<file path="src/design/kars_pkg.sv">
// Package for the keypad auto-repeat level setter.
// Holds register codes, reset values and the result word type.
// No dependencies.
`timescale 1ns / 1ps

package kars_pkg;

  localparam int unsigned LEVEL_W  = 8;
  localparam int unsigned SCALE_W  = 4;
  localparam int unsigned DUTY_W   = 12;
  localparam int unsigned ADDR_W   = 4;
  localparam int unsigned DATA_W   = 32;

  localparam logic [LEVEL_W-1:0] FILTER_RELOAD_RST = 8'd255;
  localparam logic [LEVEL_W-1:0] REPEAT_RELOAD_RST = 8'd30;
  localparam logic [LEVEL_W-1:0] MAX_LEVEL_RST     = 8'd100;
  localparam logic [SCALE_W-1:0] DUTY_SCALE_RST    = 4'd10;

  // register index, taken from paddr[3:2]
  typedef enum logic [1:0] {
    REG_FILTER_RELOAD = 2'd0,
    REG_REPEAT_RELOAD = 2'd1,
    REG_MAX_LEVEL     = 2'd2,
    REG_DUTY_SCALE    = 2'd3
  } cfg_reg_t;

  typedef struct packed {
    logic [LEVEL_W-1:0] heater_level;
    logic [LEVEL_W-1:0] fan_level;
    logic [DUTY_W-1:0]  heater_duty;
    logic [DUTY_W-1:0]  fan_duty;
    logic               heater_stepped;
    logic               fan_stepped;
  } result_t;

endpackage

</file>
<file path="src/design/kars_if.sv">
// Valid/ready channel interfaces for the keypad auto-repeat level setter.
// kars_in_if carries the button word, kars_out_if the result word.
// Depends on kars_pkg.
`timescale 1ns / 1ps

interface kars_in_if;
  logic valid;
  logic ready;
  logic heat_up_pressed;
  logic heat_down_pressed;
  logic fan_up_pressed;
  logic fan_down_pressed;

  modport source (
    output valid, heat_up_pressed, heat_down_pressed, fan_up_pressed, fan_down_pressed,
    input  ready
  );
  modport sink (
    input  valid, heat_up_pressed, heat_down_pressed, fan_up_pressed, fan_down_pressed,
    output ready
  );
endinterface

interface kars_out_if;
  logic                           valid;
  logic                           ready;
  logic [kars_pkg::LEVEL_W-1:0]   heater_level;
  logic [kars_pkg::LEVEL_W-1:0]   fan_level;
  logic [kars_pkg::DUTY_W-1:0]    heater_duty;
  logic [kars_pkg::DUTY_W-1:0]    fan_duty;
  logic                           heater_stepped;
  logic                           fan_stepped;

  modport source (
    output valid, heater_level, fan_level, heater_duty, fan_duty, heater_stepped, fan_stepped,
    input  ready
  );
  modport sink (
    input  valid, heater_level, fan_level, heater_duty, fan_duty, heater_stepped, fan_stepped,
    output ready
  );
endinterface

</file>
<file path="src/design/keypad_auto_repeat_duty_setter_unit.sv">
// Top level of the keypad auto-repeat level setter: counters, levels,
// duty products, APB register file and a two-deep output buffer.
// Depends on kars_pkg and kars_if.
//
//   channel   dir   word                                   handshake
//   in_ch     in    four button levels, one poll tick      valid/ready
//   out_ch    out   levels, duties, step flags             valid/ready
//   apb       in    filter/repeat reload, max, scale       psel/penable
//
// One tick per cycle while in_ch.ready is high; a taken tick's result is registered.
// The counter/level update, step and 8x4 duty product are combinational
// between the state registers and the result register.
// Reset (rst, synchronous) reloads registers and counters, empties buffer.
// A stalled sink fills the skid word; in_ch.ready drops only when it is full.
`timescale 1ns / 1ps

module keypad_auto_repeat_duty_setter_unit (
  input  logic                          clk,
  input  logic                          rst,
  kars_in_if.sink                       in_ch,
  kars_out_if.source                    out_ch,
  input  logic                          psel,
  input  logic                          penable,
  input  logic                          pwrite,
  input  logic [kars_pkg::ADDR_W-1:0]   paddr,
  input  logic [kars_pkg::DATA_W-1:0]   pwdata,
  output logic [kars_pkg::DATA_W-1:0]   prdata,
  output logic                          pready
);

  logic [kars_pkg::LEVEL_W-1:0] filter_reload;
  logic [kars_pkg::LEVEL_W-1:0] repeat_reload;
  logic [kars_pkg::LEVEL_W-1:0] max_level;
  logic [kars_pkg::SCALE_W-1:0] duty_scale;

  logic [kars_pkg::LEVEL_W-1:0] filter_count, filter_count_next;
  logic [kars_pkg::LEVEL_W-1:0] repeat_count, repeat_count_next;
  logic [kars_pkg::LEVEL_W-1:0] heater_value, heater_value_next;
  logic [kars_pkg::LEVEL_W-1:0] fan_value, fan_value_next;

  logic [kars_pkg::LEVEL_W-1:0] filter_dec, repeat_dec;
  logic                         any_held, step_fire, heat_ev, fan_ev;
  logic                         accept, pop, cfg_wr;
  kars_pkg::cfg_reg_t           cfg_sel;
  kars_pkg::result_t            res;

  logic              out_valid, skid_valid;
  kars_pkg::result_t out_data, skid_data;

  // ---------------- configuration registers ----------------
  assign pready  = 1'b1;
  assign cfg_wr  = psel && penable && pwrite && pready;
  assign cfg_sel = kars_pkg::cfg_reg_t'(paddr[3:2]);

  always_ff @(posedge clk) begin
    if (rst) begin
      filter_reload <= kars_pkg::FILTER_RELOAD_RST;
      repeat_reload <= kars_pkg::REPEAT_RELOAD_RST;
      max_level     <= kars_pkg::MAX_LEVEL_RST;
      duty_scale    <= kars_pkg::DUTY_SCALE_RST;
    end else if (cfg_wr) begin
      case (cfg_sel)
        kars_pkg::REG_FILTER_RELOAD: filter_reload <= pwdata[7:0];
        kars_pkg::REG_REPEAT_RELOAD: repeat_reload <= pwdata[7:0];
        kars_pkg::REG_MAX_LEVEL:     max_level     <= pwdata[7:0];
        kars_pkg::REG_DUTY_SCALE:    duty_scale    <= pwdata[3:0];
        default: ;
      endcase
    end
  end

  always_comb begin
    case (cfg_sel)
      kars_pkg::REG_FILTER_RELOAD: prdata = {24'd0, filter_reload};
      kars_pkg::REG_REPEAT_RELOAD: prdata = {24'd0, repeat_reload};
      kars_pkg::REG_MAX_LEVEL:     prdata = {24'd0, max_level};
      kars_pkg::REG_DUTY_SCALE:    prdata = {28'd0, duty_scale};
      default:                     prdata = '0;
    endcase
  end

  // ---------------- tick processing ----------------
  assign accept   = in_ch.valid && in_ch.ready;
  assign any_held = in_ch.heat_up_pressed || in_ch.heat_down_pressed ||
                    in_ch.fan_up_pressed  || in_ch.fan_down_pressed;
  assign filter_dec = filter_count - 8'd1;
  assign repeat_dec = repeat_count - 8'd1;
  // step only when both counters hit zero on this tick
  assign step_fire = any_held && (filter_dec == 8'd0) && (repeat_dec == 8'd0);
  assign heat_ev   = step_fire && (in_ch.heat_up_pressed || in_ch.heat_down_pressed);
  assign fan_ev    = step_fire && !heat_ev;

  always_comb begin
    filter_count_next = filter_count;
    repeat_count_next = repeat_count;
    heater_value_next = heater_value;
    fan_value_next    = fan_value;
    if (!any_held) begin
      filter_count_next = filter_reload;
    end else begin
      filter_count_next = filter_dec;
      if (filter_dec == 8'd0) begin
        repeat_count_next = step_fire ? repeat_reload : repeat_dec;
      end
    end
    if (heat_ev) begin
      if (in_ch.heat_up_pressed) begin
        if (heater_value < max_level) heater_value_next = heater_value + 8'd1;
      end else if (heater_value != 8'd0) begin
        heater_value_next = heater_value - 8'd1;
      end
    end
    if (fan_ev) begin
      if (in_ch.fan_up_pressed) begin
        if (fan_value < max_level) fan_value_next = fan_value + 8'd1;
      end else if (fan_value != 8'd0) begin
        fan_value_next = fan_value - 8'd1;
      end
    end
  end

  always_comb begin
    res.heater_level   = heater_value_next;
    res.fan_level      = fan_value_next;
    res.heater_duty    = 12'(heater_value_next) * 12'(duty_scale);
    res.fan_duty       = 12'(fan_value_next) * 12'(duty_scale);
    res.heater_stepped = heat_ev;
    res.fan_stepped    = fan_ev;
  end

  always_ff @(posedge clk) begin
    if (rst) begin
      filter_count <= kars_pkg::FILTER_RELOAD_RST;
      repeat_count <= kars_pkg::REPEAT_RELOAD_RST;
      heater_value <= '0;
      fan_value    <= '0;
    end else if (accept) begin
      filter_count <= filter_count_next;
      repeat_count <= repeat_count_next;
      heater_value <= heater_value_next;
      fan_value    <= fan_value_next;
    end
  end

  // ---------------- output register + skid word ----------------
  assign in_ch.ready = !skid_valid;
  assign pop         = out_valid && out_ch.ready;

  always_ff @(posedge clk) begin
    if (rst) begin
      out_valid  <= 1'b0;
      skid_valid <= 1'b0;
    end else if (!out_valid || pop) begin
      if (skid_valid) begin
        out_valid  <= 1'b1;
        skid_valid <= 1'b0;
      end else begin
        out_valid <= accept;
      end
    end else if (accept) begin
      skid_valid <= 1'b1;
    end
  end

  always_ff @(posedge clk) begin
    if (!out_valid || pop) begin
      if (skid_valid) begin
        out_data <= skid_data;
      end else if (accept) begin
        out_data <= res;
      end
    end else if (accept) begin
      skid_data <= res;
    end
  end

  assign out_ch.valid          = out_valid;
  assign out_ch.heater_level   = out_data.heater_level;
  assign out_ch.fan_level      = out_data.fan_level;
  assign out_ch.heater_duty    = out_data.heater_duty;
  assign out_ch.fan_duty       = out_data.fan_duty;
  assign out_ch.heater_stepped = out_data.heater_stepped;
  assign out_ch.fan_stepped    = out_data.fan_stepped;

endmodule

</file>
<file path="src/flat_wrapper.sv">
// flat-port wrapper written by rule: the top's interface ports become plain ports
module keypad_auto_repeat_duty_setter_unit_flat 
  (clk, rst, psel, penable, pwrite, paddr, pwdata, prdata, pready, in_ch_valid, in_ch_heat_up_pressed, in_ch_heat_down_pressed, in_ch_fan_up_pressed, in_ch_fan_down_pressed, in_ch_ready, out_ch_valid, out_ch_heater_level, out_ch_fan_level, out_ch_heater_duty, out_ch_fan_duty, out_ch_heater_stepped, out_ch_fan_stepped, out_ch_ready);
  kars_in_if in_ch_i ();
  kars_out_if out_ch_i ();
  input  logic clk;
  input  logic rst;
  input  logic psel;
  input  logic penable;
  input  logic pwrite;
  input  logic [kars_pkg::ADDR_W-1:0] paddr;
  input  logic [kars_pkg::DATA_W-1:0] pwdata;
  output logic [kars_pkg::DATA_W-1:0] prdata;
  output logic pready;
  input wire logic [$bits(in_ch_i.valid)-1:0] in_ch_valid;
  input wire logic [$bits(in_ch_i.heat_up_pressed)-1:0] in_ch_heat_up_pressed;
  input wire logic [$bits(in_ch_i.heat_down_pressed)-1:0] in_ch_heat_down_pressed;
  input wire logic [$bits(in_ch_i.fan_up_pressed)-1:0] in_ch_fan_up_pressed;
  input wire logic [$bits(in_ch_i.fan_down_pressed)-1:0] in_ch_fan_down_pressed;
  output wire logic [$bits(in_ch_i.ready)-1:0] in_ch_ready;
  output wire logic [$bits(out_ch_i.valid)-1:0] out_ch_valid;
  output wire logic [$bits(out_ch_i.heater_level)-1:0] out_ch_heater_level;
  output wire logic [$bits(out_ch_i.fan_level)-1:0] out_ch_fan_level;
  output wire logic [$bits(out_ch_i.heater_duty)-1:0] out_ch_heater_duty;
  output wire logic [$bits(out_ch_i.fan_duty)-1:0] out_ch_fan_duty;
  output wire logic [$bits(out_ch_i.heater_stepped)-1:0] out_ch_heater_stepped;
  output wire logic [$bits(out_ch_i.fan_stepped)-1:0] out_ch_fan_stepped;
  input wire logic [$bits(out_ch_i.ready)-1:0] out_ch_ready;
  assign in_ch_i.valid = in_ch_valid;
  assign in_ch_i.heat_up_pressed = in_ch_heat_up_pressed;
  assign in_ch_i.heat_down_pressed = in_ch_heat_down_pressed;
  assign in_ch_i.fan_up_pressed = in_ch_fan_up_pressed;
  assign in_ch_i.fan_down_pressed = in_ch_fan_down_pressed;
  assign in_ch_ready = in_ch_i.ready;
  assign out_ch_valid = out_ch_i.valid;
  assign out_ch_heater_level = out_ch_i.heater_level;
  assign out_ch_fan_level = out_ch_i.fan_level;
  assign out_ch_heater_duty = out_ch_i.heater_duty;
  assign out_ch_fan_duty = out_ch_i.fan_duty;
  assign out_ch_heater_stepped = out_ch_i.heater_stepped;
  assign out_ch_fan_stepped = out_ch_i.fan_stepped;
  assign out_ch_i.ready = out_ch_ready;
  keypad_auto_repeat_duty_setter_unit u_core (.clk(clk), .rst(rst), .in_ch(in_ch_i), .out_ch(out_ch_i), .psel(psel), .penable(penable), .pwrite(pwrite), .paddr(paddr), .pwdata(pwdata), .prdata(prdata), .pready(pready));
endmodule
</file>
<file path="config.mk">
export PLATFORM = sky130hd
export DESIGN_NAME = keypad_auto_repeat_duty_setter_unit_flat
export DESIGN_NICKNAME = d
export VERILOG_FILES = /design/src/design/kars_pkg.sv /design/src/design/kars_if.sv /design/src/design/keypad_auto_repeat_duty_setter_unit.sv /design/src/flat_wrapper.sv
export SDC_FILE = /design/constraint.sdc
export NUM_CORES = 1
export LEC_CHECK = 0
export BUFFER_PORTS_ARGS = -buffer_cell sky130_fd_sc_hd__buf_2
export CORE_UTILIZATION = 40
export CTS_CLUSTER_SIZE = 20
export DETAILED_ROUTE_END_ITERATION = 12
export GPL_TIMING_DRIVEN = 0
export PLACE_DENSITY_LB_ADDON = 0.05
export SLEW_MARGIN = 10
export SYNTH_ARGS = -nofsm -noshare
export SYNTH_HDL_FRONTEND = slang
export SYNTH_SLANG_ARGS = --single-unit
</file>
<file path="constraint.sdc">
create_clock -name clk -period 10.1 [get_ports clk]
set_input_delay 2.02 -clock clk [delete_from_list [all_inputs] [get_ports clk]]
set_output_delay 2.02 -clock clk [all_outputs]
set_load 0.01 [all_outputs]
</file>
### Yosys cells after proc, flatten, opt, wreduce, memory -nomap -nowiden

Index checks and enable logic that the tools add are counted.

* output and inout port bits: 77
* word-level logic and storage cells: 79
* input bits: 47
* register bits after elaboration: 146

* $mul: 2
* add/subtract/negate cells: 6
* equal/unequal tests: 3
* $lt $le $gt $ge: 2
* reductions and logical operators: 29
* mux-type cells: 14
* bitwise operators: 1

Operators by type and width (number)
* 32-bit case mux with 4 select lines: 1
* 42-bit 2-to-1 mux: 2
* 8-bit 2-to-1 mux: 10
* 8-bit by 1-bit subtractor with 8-bit output (second input constant): 4
* 8-bit by 4-bit multiplier with 12-bit output: 2
* 8-bit by 1-bit adder with 8-bit output (second input constant): 2
* 8-bit zero test: 2
* 8-bit < comparator: 2
* 8-bit nonzero test: 2
* 2-bit AND reduction: 6
* 1-bit logical AND: 8
* 2-bit equality test (second input constant): 2
* 1-bit logical OR: 4
* 1-bit zero test: 3
* 3-bit AND reduction: 1
* 2-bit by 1-bit equality test with 1-bit output (second input constant): 1
* 2-bit zero test: 1
* 2-bit nonzero test: 1
* 2-bit OR reduction: 1
* 1-bit 2-to-1 mux: 1
* 1-bit NOT: 1

### Logic depth before layout (Yosys ltp)

Gate-level depths: netlist of the first run.

* depth in word-level cells: 12
* depth in mapped cells: 23
* mapped depth without buffers: 20

### Least setup slack after synthesis of the first run

No wires, ideal clock.

* kind: input to register
* from: input port in_ch_heat_down_pressed
* to: register u_core.out_data (netlist bit u_core.out_ch.fan_duty[8]), data pin
* path buffers: 2
* setup time: 258 ps
* data required time: 9842 ps
* stages on the path: 19
* arrival time: 6743 ps
* slack: 3099 ps
* cell sequence: or2_2 > or3_1 > clkbuf_1 > nand4_1 > buf_2 > nor3_2 > a221oi_1 > a21oi_1 > fa_1 > inv_1 > fa_1 > inv_1 > ha_1 > nor2b_1 > o21ai_0 > a21boi_0 > o21ai_0 > or4b_2 > o221a_2

* word-level cells in the longest chain between the ends: 12

Ends and longest elaborated chain
* from (decl): RTL line flat_wrapper.sv:17 `input wire logic [$bits(in_ch_i.heat_down_pressed)-1:0] in_ch_heat_down_pressed;`
* 1-bit logical OR (*): RTL line keypad_auto_repeat_duty_setter_unit.sv:84, keypad_auto_repeat_duty_setter_unit.sv:90
* 1-bit logical OR: RTL line keypad_auto_repeat_duty_setter_unit.sv:84 `assign any_held = in_ch.heat_up_pressed || in_ch.heat_down_pressed ||`
* 1-bit logical OR: RTL line keypad_auto_repeat_duty_setter_unit.sv:85 `in_ch.fan_up_pressed || in_ch.fan_down_pressed;`
* 1-bit logical AND (2 in a row): RTL line keypad_auto_repeat_duty_setter_unit.sv:89 `assign step_fire = any_held && (filter_dec == 8'd0) && (repeat_dec == 8'd0);`
* 1-bit logical AND: RTL line keypad_auto_repeat_duty_setter_unit.sv:90 `assign heat_ev = step_fire && (in_ch.heat_up_pressed || in_ch.heat_down_pressed);`
* 1-bit zero test: RTL line keypad_auto_repeat_duty_setter_unit.sv:91 `assign fan_ev = step_fire && !heat_ev;`
* 1-bit logical AND (*): RTL line keypad_auto_repeat_duty_setter_unit.sv:91
* 8-bit 2-to-1 mux (*): RTL line keypad_auto_repeat_duty_setter_unit.sv:113 `if (fan_ev) begin`
* 8-bit by 4-bit multiplier with 12-bit output (*): RTL line keypad_auto_repeat_duty_setter_unit.sv:126 `res.fan_duty = 12'(fan_value_next) * 12'(duty_scale);`
* 42-bit 2-to-1 mux (*): RTL line keypad_auto_repeat_duty_setter_unit.sv:169 `end else if (accept) begin`
* 42-bit 2-to-1 mux (*): RTL line keypad_auto_repeat_duty_setter_unit.sv:167 `if (skid_valid) begin`
* to (signal assigned): RTL line keypad_auto_repeat_duty_setter_unit.sv:168 `out_data <= skid_data;`
* to (signal assigned): RTL line keypad_auto_repeat_duty_setter_unit.sv:170 `out_data <= res;`
* to (decl): RTL line keypad_auto_repeat_duty_setter_unit.sv:48 `kars_pkg::result_t out_data, skid_data;`

Every way passes the cells marked *; elsewhere a longest branch is shown, timed or not. The select of a mux whose other input is x is not followed.
A chain may end at the register's enable or synchronous reset.

### Worst setup path in the final report of the first run

* from: input port in_ch_heat_up_pressed
* to: register u_core.out_data (netlist bit u_core.out_ch.fan_duty[8]), data pin

* word-level cells in the longest chain between the ends: 12

Ends and longest elaborated chain
* from (decl): RTL line flat_wrapper.sv:16 `input wire logic [$bits(in_ch_i.heat_up_pressed)-1:0] in_ch_heat_up_pressed;`
* 1-bit logical OR (*): RTL line keypad_auto_repeat_duty_setter_unit.sv:84, keypad_auto_repeat_duty_setter_unit.sv:90
* 1-bit logical OR: RTL line keypad_auto_repeat_duty_setter_unit.sv:84
* 1-bit logical OR: RTL line keypad_auto_repeat_duty_setter_unit.sv:85
* 1-bit logical AND (2 in a row): RTL line keypad_auto_repeat_duty_setter_unit.sv:89
* 1-bit logical AND: RTL line keypad_auto_repeat_duty_setter_unit.sv:90
* 1-bit zero test: RTL line keypad_auto_repeat_duty_setter_unit.sv:91
* 1-bit logical AND (*): RTL line keypad_auto_repeat_duty_setter_unit.sv:91
* 8-bit 2-to-1 mux (*): RTL line keypad_auto_repeat_duty_setter_unit.sv:113
* 8-bit by 4-bit multiplier with 12-bit output (*): RTL line keypad_auto_repeat_duty_setter_unit.sv:126
* 42-bit 2-to-1 mux (*): RTL line keypad_auto_repeat_duty_setter_unit.sv:169
* 42-bit 2-to-1 mux (*): RTL line keypad_auto_repeat_duty_setter_unit.sv:167

Marks and branches as above.

==> results, run 1 <==
- The clock period minus worst slack is roughly 7700 ps.
- The Yosys warning count is 0.
- After detailed placement, the design holds a cell count of approximately 1.5k.
- Setup repair after global routing left no endpoint under its margin.
- The fraction of final layout cells with drive strength greater than 1 is 15.6%.
- The final critical path takes up between 70% and 80% of the cycle.
- The startpoint identified for the worst hold timing path is u_core.repeat_reload[6]$_SDFFE_PP0P_.
- The flip-flop cell with the highest count after synthesis is sky130_fd_sc_hd__edfxtp_1.
- The most frequent cell after synthesis is sky130_fd_sc_hd__edfxtp_1.
- The clock-pin slew of the registers on the worst-case setup and hold paths is approximately 60 ps.
- In this run the vertical extent of the chip is 159 µm.
- After synthesis, the most frequently instantiated cells are sky130_fd_sc_hd__edfxtp_1 (84), sky130_fd_sc_hd__nand2_1 (82), sky130_fd_sc_hd__inv_1 (80), sky130_fd_sc_hd__nor2_1 (67), sky130_fd_sc_hd__a21oi_1 (65).
- The highest signal layer in the routed design is met4.
- In this run the remaining antenna-violating nets after routing total 0.
- The die area is approximately 25000 µm².
- The final-report max-slew violation count came to 0.
- The sequential fraction of design power is between 40% and 50%.
- At the pin with the least slew margin, the transition time is 1100 ps.
- STA classifies the critical path endpoint as a register.
- The routed design uses between 1000 and 1500 µm of met3 wire.
- The flip-flop count of the largest register after layout is 42.
- The end point of the most critical hold path is u_core.repeat_count[6]$_SDFFE_PP0P_.
- Across all hold checks on the routed design, the worst slack comes to a little over 500 ps.
- For the worst flop-to-flop path, the logic depth is 19.
- Sequential cells were found to cover about two fifths of the synthesized design area.
- The number of instances resized during post-cts repair is 0.
- The fraction of synthesis flops using an asynchronous set or reset pin is 0%.
- The number of detailed-route iterations in the first pass is 5.
- The number of buffers inserted during clock tree synthesis is 17.
- Summed over all instances, the cell type with the most area after synthesis is sky130_fd_sc_hd__edfxtp_1.
- In this run the tool buffered the top-level ports with between 70 and 80 buffer cells.
- The clock network fraction of total power is 46.5%.
- The setup TNS after final layout is 0 ps.
- The synthesized netlist devotes around 12% of its cell area to adder and majority cells.
- The mux share of post-synthesis cell area is around 7%.
- The path class of the tightest hold or removal check is register to register.
- At the worst endpoint, the arrival time is ~7900 ps.
- The final HPWL from detailed placement is between 20000 and 25000 µm.
- The remaining global-route overflow is 0.
- The largest register by flop count is u_core.skid_data.
- The number of remaining DRC errors is 0.
- Of the post-synthesis cell area, the dominant cell type holds 25.7%.
- Summed over all nets, wire length on met2 after detailed routing comes to ~13000 µm.
- The floorplan step defined a core boundary enclosing roughly 24000 µm².
- The number of cells traversed by the worst hold path is 2.
- The utilization after layout is roughly 48%.
- STA classifies the critical path startpoint as a primary input.
- Dividing the detail-routed via count by the number of cells gives approximately 5.4.
- The largest net degree at the start of global routing is 35.
- The met1 routed wirelength after detailed routing is 12300 µm.
- The register bit total from synthesis is 146.
- Power spread over the standard cell area amounts to between 100 and 150 nW/µm².
- The highest clock rate is approximately 130 MHz.
- Dividing the detail-routed wire length by the instance count gives about 18 µm.
- Setup violations remaining at the end of the flow were counted as 0.
- The required time at the endpoint of the critical path is just over 10000 ps.
- The worst flop-to-flop path endpoint is u_core.out_ch.fan_duty[8]$_DFFE_PP_.
- The area growth from synthesis to final layout is 15.2%.
- The hold violation count in the final report is 0.
- The flow ran to the end, and the final reports show no timing, DRC or antenna violations.
- The clock latency at the later pin of the worst-skew pair is around 430 ps.
- Counting along the longest clock path gives a buffer depth of 2.
- The mean instance size in the synthesized netlist is ~9.4 µm².
- The switching share of power is a little under a quarter.
- The die is about 160 µm wide.
- The count of hold buffers inserted by post-cts repair is 0.
- Once the floorplan was initialized, standard cells occupied between 40% and 50% of the core.
- Once layout is complete, the cells apart from fillers number 1487.
- For this run, the total global-route usage over all layers was measured as around 23%.
- Of the total synthesized cell area, the portion taken by AND, OR, NAND and NOR gates is roughly 17%.
- The setup clock skew after layout is about 10 ps.
- The number of nets in the layout is roughly 1.3k.
- For this block, the initial DRC count from the detailed router was 415.
- The wire length of the first global-routing pass is roughly 43000 µm.
- The clock tree from TritonCTS is done.
- The routed design has approximately 27000 µm of wire.
- The number of antenna diodes is 0.
- Pin placement for this block handled between 100 and 150 I/O pins.
- The synthesized area is slightly below 10000 µm².
- The main combinational cell family by area after synthesis is simple AND/OR/NAND/NOR gates.
- The largest fanout on the critical path is 10.
- By area the synthesized netlist is led by sky130_fd_sc_hd__edfxtp_1 (26%), sky130_fd_sc_hd__dfxtp_1 (13%), sky130_fd_sc_hd__ha_1 (7.1%).
- The post-CTS setup-driven buffer insertion count is 0.
- The final route contains roughly 8.0k vias.
- The register-to-register setup slack is 3560 ps.
- The highest ir drop seen on vdd is between 100 and 150 µV.
- After synthesis, the netlist uses 76 different library cells.
- At the end of routability-driven placement, the weighted congestion stood at slightly below 0.9.
- The total number of clock tree sinks is between 100 and 150.
- The number of global-route vias before repair came to 7554.
- The initial antenna violation count was 0.
- The floorplan has 56 rows.
- The count of flip-flops with a built-in enable after synthesis is 84.
- For this design the static power due to leakage is roughly 0.0047 µW.
- The synthesized netlist devotes less than 1% of its cell area to XOR and XNOR gates.
- The root cell of the clock tree is sky130_fd_sc_hd__clkbuf_16.
- The total of max-cap violations is 0.
- The synthesized netlist devotes 16.7% of its cell area to compound gates.
- After technology mapping, the gate count stands at between 1k and 1.5k.
- The H-tree level count is 4.
- The worst pin sits at a relative slew slack of roughly 26%.
- The analysis attributes to net switching a power of 328 µW.
- Per report_power, the combinational group accounts for 6.9% of the total.
- The cell-internal power is roughly 1100 µW.
- The worst setup path category is primary input to register.
- The launching point of the worst reg2reg path is u_core.filter_count[1]$_SDFFE_PP1P_.
power groups by stage:
stage | Combinational [µW] | Sequential [µW] | Clock (µW)
finish | 95.7 | 649 | 648
global route | 106 | 651 | 691
CTS | 96.5 | 649 | 664
detailed placement | 96.2 | 662 | 0
global placement | 93.9 | 663 | 0
floorplan | 52.7 | 667 | 0
routing by layer:
metal  track usage, %  up-vias
li1                 -     4000
met1             29.4     3784
met2             38.0      203
met3             3.86       43
met5                0        -
met4             8.93        0
worst max-delay path: stages:
cell and delay (ps):
sky130_fd_sc_hd__buf_2 140, sky130_fd_sc_hd__or2_2 350, sky130_fd_sc_hd__or3_1 330, sky130_fd_sc_hd__clkbuf_1 170, sky130_fd_sc_hd__nand4_1 210, sky130_fd_sc_hd__buf_2 280
sky130_fd_sc_hd__nor3_2 170, sky130_fd_sc_hd__a221oi_1 840, sky130_fd_sc_hd__a21oi_1 220, sky130_fd_sc_hd__fa_1 570, sky130_fd_sc_hd__inv_1 50, sky130_fd_sc_hd__fa_1 520
sky130_fd_sc_hd__inv_1 40, sky130_fd_sc_hd__ha_1 330, sky130_fd_sc_hd__nor2b_1 150, sky130_fd_sc_hd__o21ai_0 190, sky130_fd_sc_hd__a21boi_0 180, sky130_fd_sc_hd__o21ai_0 320
sky130_fd_sc_hd__or4b_2 610, sky130_fd_sc_hd__o221a_2 150
stage by stage:
stage / cell area (µm²) / power [µW] / setup WS [ps]
2_1_floorplan: 9900 / 720 / 3100
3_3_place_gp: 10700 / 757 / 2000
3_5_place_dp: 10700 / 758 / 1970
4_1_cts: 11300 / 1410 / 2400
5_1_grt: 11300 / 1450 / 2100
6_report: 11300 / 1390 / 2410
how the worst max path moves through the flow:
stage | startpoint | to | slack [ps] | depth (start not counted)
after floorplan | in_ch_heat_down_pressed | u_core.out_ch.fan_duty[8]$_DFFE_PP_ | 3100 | 19
after global placement | in_ch_heat_down_pressed | u_core.out_ch.fan_duty[8]$_DFFE_PP_ | 2000 | 20
after detailed placement | in_ch_heat_up_pressed | u_core.out_ch.fan_duty[8]$_DFFE_PP_ | 1970 | 20
after CTS | in_ch_heat_up_pressed | u_core.out_ch.fan_duty[8]$_DFFE_PP_ | 2400 | 20
after global routing | in_ch_heat_up_pressed | u_core.out_ch.fan_duty[8]$_DFFE_PP_ | 2100 | 20
final | in_ch_heat_up_pressed | u_core.out_ch.fan_duty[8]$_DFFE_PP_ | 2410 | 20
kinds of logic after synthesis:
group                    count (synthesis)
AND/OR/NAND/NOR                        327
multiplexers                            63
AO/OA/AOI/OAI                          248
XOR/XNOR                                11
flip-flops                             146
adder cells (fa/ha/maj)                 80
other                                    2
buffers and inverters                  162
cells in the final DEF, fill, tap and decap left out, types with 24 or more instances in the layout:
| cell type | netlist | final |
|---|---|---|
| sky130_fd_sc_hd__clkbuf_1 | 43 | 44 |
| sky130_fd_sc_hd__nor3_1 | 32 | 31 |
| sky130_fd_sc_hd__nand3_1 | 25 | 25 |
| sky130_fd_sc_hd__ha_1 | 56 | 56 |
| sky130_fd_sc_hd__inv_1 | 80 | 80 |
| sky130_fd_sc_hd__buf_2 | 6 | 78 |
| sky130_fd_sc_hd__edfxtp_1 | 84 | 84 |
| sky130_fd_sc_hd__buf_4 | 26 | 27 |
| sky130_fd_sc_hd__conb_1 | 2 | 25 |
| sky130_fd_sc_hd__dfxtp_1 | 62 | 62 |
| sky130_fd_sc_hd__nand2_1 | 82 | 82 |
| sky130_fd_sc_hd__nor2_1 | 67 | 66 |
| sky130_fd_sc_hd__fa_1 | 24 | 24 |
| sky130_fd_sc_hd__mux2i_1 | 40 | 40 |
| sky130_fd_sc_hd__a21oi_1 | 65 | 65 |
| sky130_fd_sc_hd__o21ai_0 | 49 | 49 |
final cells by class:
class | instances | area [µm²]
fill | 2297 | 12400
clock buffer | 18 | 429
inverter | 82 | 308
tap | 319 | 399
buffer | 80 | 420
timing repair buffer | 75 | 408
sequential | 146 | 3760
clock inverter | 13 | 159
multi-input combinational | 754 | 5420
No activity file was read; power rests on OpenSTA's default activity.
==> inputs of run 2 (changes only) <==
--- a/config.mk
+++ b/config.mk
@@ -5,6 +5,7 @@
 export SDC_FILE = /design/constraint.sdc
 export NUM_CORES = 1
 export LEC_CHECK = 0
+export ABC_AREA = 1
 export BUFFER_PORTS_ARGS = -buffer_cell sky130_fd_sc_hd__buf_2
 export CORE_UTILIZATION = 40
 export CTS_CLUSTER_SIZE = 20
==> constraint.sdc (replaced) <==
create_clock -name clk -period 6.8 [get_ports clk]
set_input_delay 1.36 -clock clk [delete_from_list [all_inputs] [get_ports clk]]
set_output_delay 1.36 -clock clk [all_outputs]
set_load 0.01 [all_outputs]
==> run 2 against run 1 <==
Net effect: global-route usage is 1.3 points lower; sequential share of layout area grew 0.69 points; largest cell class unchanged; hold slack lost 13 ps; core utilization decreased by 0.41 points; clock power is 46% higher; wire length shrank 8.6%; synthesized area down 2.2%.
==> results, run 2 <==
- The flow ran to the end, and the final reports show no timing, DRC or antenna violations.
- Once detail routing completed, the nets flagged for antenna violations numbered 0.
- The flip-flop count of the largest register after layout is 42.
- Total power for the finished layout comes to between 2000 and 2500 µW.
- The H-tree level count is 4.
- The number of placed instances, taps included is ~1.6k.
- The most frequent cell after synthesis is sky130_fd_sc_hd__nand2_1.
- Each instance of the synthesized netlist takes up on average just under 8 µm².
- The worst-case IR drop observed on VDD is 159 µV.
- The total of max-cap violations is 0.
- The adder-cell share of the synthesized area is around an eighth.
- The height of the die is roughly 160 µm.
- The total number of clock tree sinks is 146.
- The setup clock skew after layout is 18.6 ps.
- The final count of negative-setup-slack endpoints is 0.
- The post-CTS setup-driven buffer insertion count is 0.
- The met2 layer wire length in the routed design is between 10000 and 15000 µm.
- The area growth from synthesis to layout is 15.5%.
- The Yosys warning count is 0.
- The sequential cell area fraction in the yosys report is between 30% and 40%.
- The total wire length after detailed routing is 25000 µm.
- By count the netlist is led by sky130_fd_sc_hd__nand2_1 (324), sky130_fd_sc_hd__inv_1 (136), sky130_fd_sc_hd__nor2_1 (119), sky130_fd_sc_hd__edfxtp_1 (84), sky130_fd_sc_hd__o21ai_0 (69).
- The cell leakage power is ~0.0053 µW.
- The routed layout has approximately 8k vias.
- By area the synthesized netlist is led by sky130_fd_sc_hd__edfxtp_1 (26%), sky130_fd_sc_hd__dfxtp_1 (13%), sky130_fd_sc_hd__nand2_1 (13%).
- Detailed placement ended at an HPWL of roughly 19000 µm.
- For this run, asynchronously set or reset flops after synthesis account for 0%.
- The xor/xnor cell area share of the yosys netlist is between 3 and 4%.
- The number of instances resized during post-cts repair is 0.
- The global routing usage summed across all routing layers is between 20% and 30%.
- After detailed routing, the number of vias per cell comes to about 4.8.
- Along the worst path, the maximum fanout reaches 9.
- In the synthesized netlist, the number of instances is around 1.2k.
- After layout, the worst path uses about four fifths of the clock period.
- The number of placement rows is 56.
- The highest clock rate is ~180 MHz.
- TritonCTS built the clock tree.
- After detailed routing, the met3 layer carries between 1000 and 1500 µm of wire.
- The share of the synthesized area in the top cell type is approximately a quarter.
- The number of nets in the layout is 1455.
- In this run the horizontal extent of the chip is approximately 160 µm.
- Counting I/O delays and the setup requirement, the final critical path takes roughly 5500 ps.
- The initial antenna violation count is 0.
- Once the floorplan was initialized, standard cells occupied between 40% and 50% of the core.
- The root cell of the clock tree is sky130_fd_sc_hd__clkbuf_16.
- Entering global routing, the biggest net connects 32 pins.
- The total power per unit cell area is ~210 nW/µm².
- The last weighted congestion value of the routability-driven placer is 0.859.
- The number of buffers on the longest clock path is 2.
- The kind of capture point of the worst setup path is a register.
- In this run the top signal layer used is met4.
- After synthesis, the netlist uses 40 different library cells.
- After detailed routing, the average wire length per cell comes to ~15 µm.
- For this run, the detailed router's first-pass iteration total came to 5.
- Setup repair after global routing left no endpoint under its margin.
- The type of the most critical hold path is register to register.
- STA puts the critical path data arrival time at between 5000 and 6000 ps.
- After detailed routing, the number of remaining DRC violations is 0.
- The number of standard cells in the final layout excluding fillers is 1660.
- The utilization after layout is around 47%.
- After clock tree synthesis, the clock-pin slew on the worst setup and hold paths is approximately 70 ps.
- The most frequent standard cell in the layout excluding fill and tap cells is sky130_fd_sc_hd__nand2_1.
- Input and output buffers added on the ports amount to 72.
- Summing the areas of all compound-gate instances in the mapped netlist gives a little over a tenth of the synthesized area.
- The count of boundary I/O pins is approximately 120.
- For the worst-skew pair, the clock arrives at the later sink with an insertion delay of about 430 ps.
- The main combinational cell family by area after synthesis is simple AND/OR/NAND/NOR gates.
- The number of design-rule violations left by the first detailed-router iteration is 412.
- The mux share of post-synthesis cell area is 0%.
- Summed over all layers, the global routing overflow is 0.
- The flip-flop cell with the highest count after synthesis is sky130_fd_sc_hd__edfxtp_1.
- The hold violation count in the final report is 0.
- The first global-routing pass estimated around 41000 µm of wire.
- The detailed router put a total of 11600 µm of wire on met1.
- In the final layout, the share of cells above drive strength 1 is about 14%.
- The number of antenna diodes in the final layout is 0.
- The die area is 24600 µm².
- The required time at the endpoint of the critical path is approximately 7000 ps.
- In the layout the commonest cells are sky130_fd_sc_hd__nand2_1 (324), sky130_fd_sc_hd__inv_1 (136), sky130_fd_sc_hd__nor2_1 (117), sky130_fd_sc_hd__edfxtp_1 (84), sky130_fd_sc_hd__buf_2 (72).
- sky130_fd_sc_hd__edfxtp_1 takes more of the synthesized area than any other cell.
- Of the total synthesized cell area, the portion taken by AND, OR, NAND and NOR gates is approximately a quarter.
- The register with the most flip-flops in the final layout is u_core.skid_data.
- Synthesis inferred between 100 and 150 register bits.
- The number of clock buffers added by TritonCTS is 17.
- The worst setup path category is primary input to register.
- The synthesized netlist occupies a cell area of about 9600 µm².
- The final-report max-slew violation count is 0.
- The setup TNS after final layout is 0 ps.
- The count of flip-flops with a built-in enable after synthesis is 84.
- The total area inside the core boundary comes to around 23000 µm².
- Measured against its own limit, the worst slew margin works out to 54.8%.
- The number of global-route vias before repair came to ~7.8k.
- STA classifies the critical path startpoint as a primary input.
- The pin slew with the least headroom to its limit is just under 700 ps.
- The count of hold buffers inserted by post-cts repair is 0.
[run 2: path summary, 6_finish.rpt]
path	startpoint	endpoint	slack, ps	depth (start not counted)
worst max-delay path	in_ch_fan_up_pressed	u_core.out_ch.heater_duty[8]$_DFFE_PP_	1290	26
worst min-delay path	u_core.filter_reload[1]$_SDFFE_PP1P_	u_core.filter_reload[1]$_SDFFE_PP1P_	490	2
worst max register to register	u_core.heater_value[5]$_SDFFE_PP0P_	u_core.out_ch.heater_duty[8]$_DFFE_PP_	1480	25
worst min register to register	u_core.filter_reload[1]$_SDFFE_PP1P_	u_core.filter_reload[1]$_SDFFE_PP1P_	490	2
[run 2: logic make-up after synthesis]
family / count (synthesis)
AOI/OAI and AO/OA: 186
xor gates and xnor gates: 35
adders and majority gates: 80
buffers and inverters: 213
DFF: 146
other: 2
and+or+nand+nor: 550
[run 2: metal layers]
metal / GRT usage, % / vias up
li1: - / 4123
met1: 28.0 / 3632
met2: 35.7 / 202
met3: 3.07 / 42
met4: 8.54 / 0
met5: 0 / -
[run 2: through the flow]
stage,area (µm²),worst slack (ps),hold WS [ps]
floorplan,9680,1620,444
detailed placement,10500,808,481
global placement,10400,784,471
global route,11100,857,516
finish,11100,1290,495
CTS,11100,1250,495
[run 2: where the power goes]
part	switching, µW	internal, µW
Sequential	24.6	992
Clock	399	546
Combinational	264	142
Total	688	1680
[run 2: worst max-delay path, stage by stage]
cell and delay (ps):
sky130_fd_sc_hd__buf_2 100, sky130_fd_sc_hd__inv_1 100, sky130_fd_sc_hd__nand2_1 160, sky130_fd_sc_hd__nor2_1 80, sky130_fd_sc_hd__nor2_1 100, sky130_fd_sc_hd__nand2_1 70, sky130_fd_sc_hd__nor2_2 110, sky130_fd_sc_hd__nand2_2 100
sky130_fd_sc_hd__nor2_8 160, sky130_fd_sc_hd__nand3_2 240, sky130_fd_sc_hd__nand2_1 180, sky130_fd_sc_hd__nand2_2 130, sky130_fd_sc_hd__inv_2 80, sky130_fd_sc_hd__nand2_1 70, sky130_fd_sc_hd__fa_1 530, sky130_fd_sc_hd__inv_1 60
sky130_fd_sc_hd__fa_1 570, sky130_fd_sc_hd__inv_1 70, sky130_fd_sc_hd__fa_1 450, sky130_fd_sc_hd__o21ai_0 420, sky130_fd_sc_hd__a21oi_1 120, sky130_fd_sc_hd__nor2_1 100, sky130_fd_sc_hd__nor2_1 50, sky130_fd_sc_hd__xnor2_1 140
sky130_fd_sc_hd__nand2_1 70, sky130_fd_sc_hd__nand2_1 60
[run 2: area by class of cell]
| class | count | area, µm² |
|---|---|---|
| buffer | 58 | 312 |
| fill | 2339 | 12400 |
| inverter | 155 | 592 |
| timing repair buffer | 74 | 400 |
| clock buffer | 19 | 433 |
| multi-input combinational | 876 | 5020 |
| clock inverter | 13 | 153 |
| tap | 319 | 399 |
| sequential | 146 | 3760 |
